## config.mk

```make
export PLATFORM = sky130hd
export DESIGN_NAME = skt_cell
export DESIGN_NICKNAME = d
export VERILOG_FILES = /design/src/rtl/core/skt_pkg.sv /design/src/rtl/core/skt_cell.sv
export SDC_FILE = /design/constraint.sdc
export NUM_CORES = 1
export LEC_CHECK = 0
export BUFFER_PORTS_ARGS = -buffer_cell sky130_fd_sc_hd__buf_4
export CAP_MARGIN = 20
export CORE_AREA = 2 2 110 112
export DETAILED_ROUTE_END_ITERATION = 10
export DIE_AREA = 0 0 112 114
export PLACE_DENSITY_LB_ADDON = 0.25
export REMOVE_ABC_BUFFERS = 1
export SYNTH_ARGS = -nofsm -noshare
export SYNTH_HDL_FRONTEND = slang
export SYNTH_SLANG_ARGS = --single-unit
export TNS_END_PERCENT = 5
```

## constraint.sdc

```tcl
create_clock -name clock -period 5.8 [get_ports clock]
set_clock_uncertainty 0.05 [all_clocks]
set_input_delay 1.16 -clock clock [delete_from_list [all_inputs] [get_ports clock]]
set_output_delay 1.16 -clock clock [all_outputs]
set_load 0.01 [all_outputs]
```

## src/rtl/core/skt_pkg.sv

```systemverilog
// ----------------------------------------------------------------------------
// skt_pkg
// Shared sizes, codes, types and helpers of the sorted key table.
// ----------------------------------------------------------------------------
package skt_pkg;

   localparam int TABLE_DEPTH = 256;

   localparam int KEY_W      = 32;
   localparam int PAYLOAD_W  = 16;
   localparam int POS_W      = 8;
   localparam int CNT_OUT_W  = 9;
   localparam int MODE_W     = 3;
   localparam int STATUS_W   = 2;

   localparam int IDX_W      = $clog2(TABLE_DEPTH);
   localparam int COUNT_W    = $clog2(TABLE_DEPTH + 1);
   localparam int EXT_W      = (COUNT_W > CNT_OUT_W) ? COUNT_W : CNT_OUT_W;
   localparam int SEL_W      = IDX_W + KEY_W + PAYLOAD_W;

   localparam int TREE_RADIX  = 16;
   localparam int TREE_LEVELS = (TABLE_DEPTH <= 16)  ? 1 :
                                (TABLE_DEPTH <= 256) ? 2 :
                                (TABLE_DEPTH <= 4096) ? 3 : 4;
   localparam int WAIT_W      = (TREE_LEVELS > 1) ? $clog2(TREE_LEVELS) : 1;

   localparam logic [MODE_W-1:0] MODE_INSERT  = 3'd0;
   localparam logic [MODE_W-1:0] MODE_POP_MIN = 3'd1;
   localparam logic [MODE_W-1:0] MODE_POP_MAX = 3'd2;
   localparam logic [MODE_W-1:0] MODE_REMOVE  = 3'd3;
   localparam logic [MODE_W-1:0] MODE_LOOKUP  = 3'd4;
   localparam logic [MODE_W-1:0] MODE_ALTER   = 3'd5;
   localparam logic [MODE_W-1:0] MODE_READ    = 3'd6;
   localparam logic [MODE_W-1:0] MODE_CLEAR   = 3'd7;

   localparam logic [STATUS_W-1:0] STATUS_OK   = 2'd0;
   localparam logic [STATUS_W-1:0] STATUS_MISS = 2'd1;
   localparam logic [STATUS_W-1:0] STATUS_FULL = 2'd2;

   localparam logic [2:0] SEL_NONE  = 3'd0;
   localparam logic [2:0] SEL_BOUND = 3'd1;
   localparam logic [2:0] SEL_MATCH = 3'd2;
   localparam logic [2:0] SEL_FIRST = 3'd3;
   localparam logic [2:0] SEL_LAST  = 3'd4;
   localparam logic [2:0] SEL_POS   = 3'd5;

   localparam logic [2:0] ACT_HOLD       = 3'd0;
   localparam logic [2:0] ACT_INSERT     = 3'd1;
   localparam logic [2:0] ACT_REMOVE_GE  = 3'd2;
   localparam logic [2:0] ACT_REMOVE_ALL = 3'd3;
   localparam logic [2:0] ACT_WRITE      = 3'd4;

   typedef logic [SEL_W-1:0] sel_word_type;

   typedef struct packed {
      logic [2:0]           sel_kind;
      logic [2:0]           action;
      logic [KEY_W-1:0]     key;
      logic [PAYLOAD_W-1:0] payload;
      logic [POS_W-1:0]     position;
      logic [COUNT_W-1:0]   count;
   } cell_ctl_type;

   function automatic logic [POS_W-1:0] to_pos8(input logic [IDX_W-1:0] idx);
      logic [EXT_W-1:0] wide;
      wide = EXT_W'(idx);
      return wide[POS_W-1:0];
   endfunction

   function automatic logic [CNT_OUT_W-1:0] to_count9(input logic [COUNT_W-1:0] cnt);
      logic [EXT_W-1:0] wide;
      wide = EXT_W'(cnt);
      return wide[CNT_OUT_W-1:0];
   endfunction

endpackage

```

## src/rtl/core/skt_cell.sv

```systemverilog
// ----------------------------------------------------------------------------
// skt_cell
// One table slot: compares its key with the broadcast key, flags itself for
// the select tree and shifts with its neighbours on insert and removal.
// ----------------------------------------------------------------------------
module skt_cell (
   input  logic                         clock,
   input  skt_pkg::cell_ctl_type        ctl,
   input  logic [skt_pkg::IDX_W-1:0]    cell_index,
   input  logic                         prev_lt,
   input  logic [skt_pkg::KEY_W-1:0]    prev_key,
   input  logic [skt_pkg::PAYLOAD_W-1:0] prev_payload,
   input  logic [skt_pkg::KEY_W-1:0]    next_key,
   input  logic [skt_pkg::PAYLOAD_W-1:0] next_payload,
   output logic                         cell_lt,
   output logic [skt_pkg::KEY_W-1:0]    cell_key,
   output logic [skt_pkg::PAYLOAD_W-1:0] cell_payload,
   output logic                         cell_sel,
   output skt_pkg::sel_word_type        cell_data
);
   import skt_pkg::*;

   logic [KEY_W-1:0]     key_ff, key_in;
   logic [PAYLOAD_W-1:0] payload_ff, payload_in;
   logic                 valid;
   logic                 bound;

   assign valid   = COUNT_W'(cell_index) < ctl.count;
   assign cell_lt = valid && (key_ff < ctl.key);
   assign bound   = prev_lt && !cell_lt && (COUNT_W'(cell_index) <= ctl.count);

   always_comb begin
      unique case (ctl.sel_kind)
         SEL_BOUND: cell_sel = bound;
         SEL_MATCH: cell_sel = bound && valid && (key_ff == ctl.key);
         SEL_FIRST: cell_sel = valid && (cell_index == IDX_W'(0));
         SEL_LAST:  cell_sel = valid && ((COUNT_W'(cell_index) + COUNT_W'(1)) == ctl.count);
         SEL_POS:   cell_sel = valid && (EXT_W'(cell_index) == EXT_W'(ctl.position));
         default:   cell_sel = 1'b0;
      endcase
   end

   assign cell_data    = cell_sel ? {cell_index, key_ff, payload_ff} : '0;
   assign cell_key     = key_ff;
   assign cell_payload = payload_ff;

   always_comb begin
      key_in     = key_ff;
      payload_in = payload_ff;
      unique case (ctl.action)
         ACT_INSERT: begin
            if (!cell_lt) begin
               if (prev_lt) begin
                  key_in     = ctl.key;
                  payload_in = ctl.payload;
               end else begin
                  key_in     = prev_key;
                  payload_in = prev_payload;
               end
            end
         end
         ACT_REMOVE_GE: begin
            if (!cell_lt) begin
               key_in     = next_key;
               payload_in = next_payload;
            end
         end
         ACT_REMOVE_ALL: begin
            key_in     = next_key;
            payload_in = next_payload;
         end
         ACT_WRITE: begin
            if (cell_sel) begin
               payload_in = ctl.payload;
            end
         end
         default: begin
         end
      endcase
   end

   always_ff @(posedge clock) begin
      key_ff     <= key_in;
      payload_ff <= payload_in;
   end

endmodule

```

==> results <==
- The via count of the first global-routing pass is 4600.
- Along the worst path, the maximum fanout reaches 32.
- OpenSTA, run right after detailed placement, puts the worst setup slack at ~0.75 ns.
- Cells fill between 50% and 60% of the core in the end.
- Yosys mapped a number of flops with a built-in enable equal to 48.
- The pin count of the biggest net entering global routing is between 40 and 50.
- The number of max-slew violations in the final report is 0.
- In this run the number of H-tree levels came out at 2.
- The total placed instance area is 6540 um2.
- The horizontal extent of the die is approximately 110 um.
- The number of buffers created by CTS is 5.
- In this run the most critical hold path is launched from next_key[21].
- The worst flop-to-flop path endpoint is cell_payload[13]$_DFFE_PP_.
- The number of instances in the synthesized netlist is approximately 480.
- Setup repair after global routing left no endpoint under its margin.
- The worst register-to-register path begins at cell_key[22]$_DFFE_PP_.
- The measured slew at the worst slew-check pin is approximately 1 ns.
- The initial core utilization is 36.7%.
- The fraction of the yosys area taken by sequential cells is between 30% and 40%.
- STA classifies the critical path startpoint as a primary input.
- The DRC violation count after routing is 0.
- The time the final worst path needs with I/O delays and setup is 5.08 ns.
- The maximum buffer depth of the clock tree is 2.
- After clock tree synthesis, the flow added hold-fix buffers numbering 0.
- Setup violations remaining at the end of the flow were counted as 0.
- The worst hold path passes through 3 cells.
- The kind of cell with the highest combined delay along the critical path is simple AND/OR/NAND/NOR gates.
- At the later pin of the worst-skew pair, clock insertion delay measures just under 0.3 ns.
- The first global-routing pass estimated 22.6 mm of wire.
- The floorplan step defined a core boundary enclosing 11700 um2.
- The worst path meets setup with ~0.72 ns of slack.
- In this run, placement finished with an instance count of 886.
- The setup TNS after final layout is 0 ns.
- The antenna cell count is 0.
- The final non-filler cell total is slightly below 900.
- The hold-critical path endpoint is cell_key[21]$_DFFE_PP_.
- The routed layout has ~4600 vias.
- The most instantiated flip-flop cell in the synthesis netlist is sky130_fd_sc_hd__edfxtp_1.
- Post-CTS repair changed the size of 0 cells.
- The most numerous cell type found on the critical path is sky130_fd_sc_hd__buf_4.
- Final hold analysis gives a worst-case slack of roughly 1.1 ns.
- Input and output buffers added on the ports amount to 282.
- The HPWL after detailed placement is about 12 mm.
- The count of buffers added by post-CTS timing repair for setup is 0.
- The number of nets with antenna violations after routing is 0.
- The number of buffers and inverters on the critical path is 3.
- The synthesized area per cell is between 8 and 9 um2.
- The static power due to leakage is between 3 and 4 nW.
- The delay of the slowest critical-path stage is a little over 0.6 ns.
- The I/O pin count is between 200 and 300.
- The slowest stage cell on the critical path is sky130_fd_sc_hd__or4_1.
- For the worst setup path, the data required time is around 4.6 ns.
- The die covers 12800 um2.
- The total congestion overflow after global routing is 0.
- The classification of the worst setup path is in2out.
- The detailed router finished its first iteration with 258 violations.
- After floorplanning, the core was divided into 40 placement rows.
- The CTS root buffer is sky130_fd_sc_hd__clkbuf_16.
- The critical path arrival is between 3 and 4 ns.
- Across the whole layout, storage elements account for roughly 1400 um2.
- TritonCTS built the clock tree.
- In the synthesized netlist the async set-or-reset flop fraction comes to 0%.
- The number of cells on the worst reg-to-reg path is 9.
- The average wire per cell in the routed design is approximately 17 um.
- The final worst-path cycle share is between 80% and 90%.
- The number of distinct library cells after synthesis is 46.
- The worst register-to-register path has a setup slack of ~2.1 ns.
- In the final design database the tool counted approximately 970 nets.
- The timing-limited maximum frequency is between 0.15 and 0.2 GHz.
- Walking the worst path, the cells encountered are buf_4 -> ha_1 -> and3b_1 -> or4_1 -> a21oi_1 -> a211oi_1 -> or4_1 -> a31oi_4 -> buf_4 -> and2_1 -> buf_4.
- The final weighted congestion of routability-driven global placement is about 0.8.
- In this run the worst hold path is classified as in2reg.
- STA classifies the critical path endpoint as an output port.
- The run finished with clean final reports.
- The wire length reported by the detailed router is between 10 and 15 mm.
- The total routing usage reported by global routing is between 20% and 30%.
- The max-cap violation count is 0.
- The layout has between 1000 and 1500 filler cells.
- The area used by multi-input combinational logic is roughly 2500 um2.
- The die outline height is approximately 110 um.
- Relative to the synthesized area, the layout overhead comes to 56.4%.
- The via-per-instance ratio is about 5.
- The post-synthesis cell area is ~4300 um2.
- The final hold violation count was 0.
- Headroom to the max-slew limit came out at between 30% and 40%.
- For this design, the sink count on the clock tree is 48.
- Power spread over the standard cell area amounts to ~170 nW/um2.
- The cell area after layout is 6710 um2.
- Cells with a size suffix above 1 make up about two fifths of the layout.
- After clock tree synthesis, the clock-pin slew on the worst setup and hold paths is ~0.070 ns.
- The yosys synthesis warning count is 0.
- The number of antenna violations at the first check in global routing came to 0.
- The worst vdd rail ir drop is between 0.1 and 0.15 mV.
- The pre-antenna-repair detailed-routing pass consisted of 6 iterations.
- Synthesis inferred between 40 and 50 register bits.
- The power after layout is between 1 and 1.5 mW.
synthesized netlist by cell type (3+ instances only):
master | instances | share of area (%)
sky130_fd_sc_hd__nor3_1 | 5 | 0.58
sky130_fd_sc_hd__nand4b_1 | 3 | 0.61
sky130_fd_sc_hd__edfxtp_1 | 48 | 34
sky130_fd_sc_hd__a211oi_1 | 6 | 1.0
sky130_fd_sc_hd__nand4_1 | 10 | 1.5
sky130_fd_sc_hd__a222oi_1 | 16 | 3.7
sky130_fd_sc_hd__nand2_1 | 47 | 4.1
sky130_fd_sc_hd__nand3_1 | 6 | 0.70
sky130_fd_sc_hd__and2_1 | 56 | 8.2
sky130_fd_sc_hd__xnor2_1 | 5 | 1.0
sky130_fd_sc_hd__a2bb2oi_1 | 3 | 0.61
sky130_fd_sc_hd__a21oi_1 | 23 | 2.7
sky130_fd_sc_hd__mux2i_1 | 32 | 7.5
sky130_fd_sc_hd__buf_1 | 3 | 0.26
sky130_fd_sc_hd__clkbuf_1 | 18 | 1.6
sky130_fd_sc_hd__inv_1 | 59 | 5.2
sky130_fd_sc_hd__nor4_1 | 8 | 1.2
sky130_fd_sc_hd__o21ai_0 | 36 | 4.2
sky130_fd_sc_hd__nor2_1 | 7 | 0.61
sky130_fd_sc_hd__ha_1 | 42 | 12
sky130_fd_sc_hd__xor2_1 | 10 | 2.0
sky130_fd_sc_hd__or4_1 | 3 | 0.52
where the power goes:
group	switching (mW)	internal [mW]	total, mW
sequential	0.0246	0.426	0.450
clock	0.133	0.205	0.339
combinational	0.181	0.204	0.385
total	0.339	0.835	1.17
layer usage:
metal | wire length [um] | GRT usage [%] | share of wire [%]
met5 | 0 | 0 | 0
met4 | 244 | 6.10 | 1.6
met3 | 1100 | 5.15 | 7.3
met2 | 8120 | 43.2 | 54
met1 | 5530 | 24.1 | 37
tightest hold or removal path, cell delays in order:
cell                      delay, ns
sky130_fd_sc_hd__buf_4         0.08
sky130_fd_sc_hd__nand2_1       0.03
sky130_fd_sc_hd__o21ai_0       0.05
registers in the layout (all words and copies together), names as in the netlist:
register / count
cell_key: 32
cell_payload: 16
area by class of cell:
class | count | share of cell area (%)
sequential | 48 | 21.5
tap | 147 | 2.74
timing repair buffer | 287 | 32.1
clock inverter | 3 | 0.690
inverter | 59 | 3.30
multi-input combinational | 346 | 37.8
clock buffer | 5 | 1.86
layout by cell type (no fill, tap or decap), types with 2 or more instances in the layout:
master                      count
sky130_fd_sc_hd__clkbuf_16      5
sky130_fd_sc_hd__nand2b_1       2
sky130_fd_sc_hd__xor2_1        10
sky130_fd_sc_hd__nand4b_1       3
sky130_fd_sc_hd__a2bb2oi_1      3
sky130_fd_sc_hd__a21o_1         2
sky130_fd_sc_hd__mux2i_1       32
sky130_fd_sc_hd__o32ai_1        2
sky130_fd_sc_hd__o21a_1         2
sky130_fd_sc_hd__nand2_1       47
sky130_fd_sc_hd__o211ai_1       2
sky130_fd_sc_hd__xnor2_1        5
sky130_fd_sc_hd__a222oi_1      16
sky130_fd_sc_hd__nand3_1        6
sky130_fd_sc_hd__edfxtp_1      48
sky130_fd_sc_hd__nor4_1         8
sky130_fd_sc_hd__nor3_1         4
sky130_fd_sc_hd__a211oi_1       6
sky130_fd_sc_hd__a21oi_1       22
sky130_fd_sc_hd__nor4b_1        2
sky130_fd_sc_hd__inv_1         59
sky130_fd_sc_hd__buf_4        287
sky130_fd_sc_hd__or4_1          3
sky130_fd_sc_hd__nor2_1         7
sky130_fd_sc_hd__o21ai_0       36
sky130_fd_sc_hd__and2_1        56
sky130_fd_sc_hd__nand4_1       10
sky130_fd_sc_hd__ha_1          42
worst max-delay path by stage:
stage	start	to	slack [ns]	cells past startpoint
floorplan	cell_index[0]	cell_data[0]	0.55	8
CTS	ctl[55]	cell_data[26]	0.73	12
finish	cell_index[0]	cell_data[24]	0.72	11
global route	ctl[55]	cell_data[19]	0.46	12
global placement	ctl[55]	cell_data[26]	0.76	12
detailed placement	ctl[55]	cell_data[19]	0.75	12
cells by family (layout without fill, tap and decap cells):
family                   Yosys count  count (layout)  synth area share [%]
AO/OA/AOI/OAI                    100             100                  15.4
adder cells (fa/ha/maj)           42              42                  12.2
AND/OR/NAND/NOR                  157             157                  20.2
buffers and inverters             85             354                  7.99
multiplexers                      32              32                  7.46
flip-flops                        48              48                  33.6
XOR/XNOR                          15              15                  3.06
(Power assumes the default switching activity.)
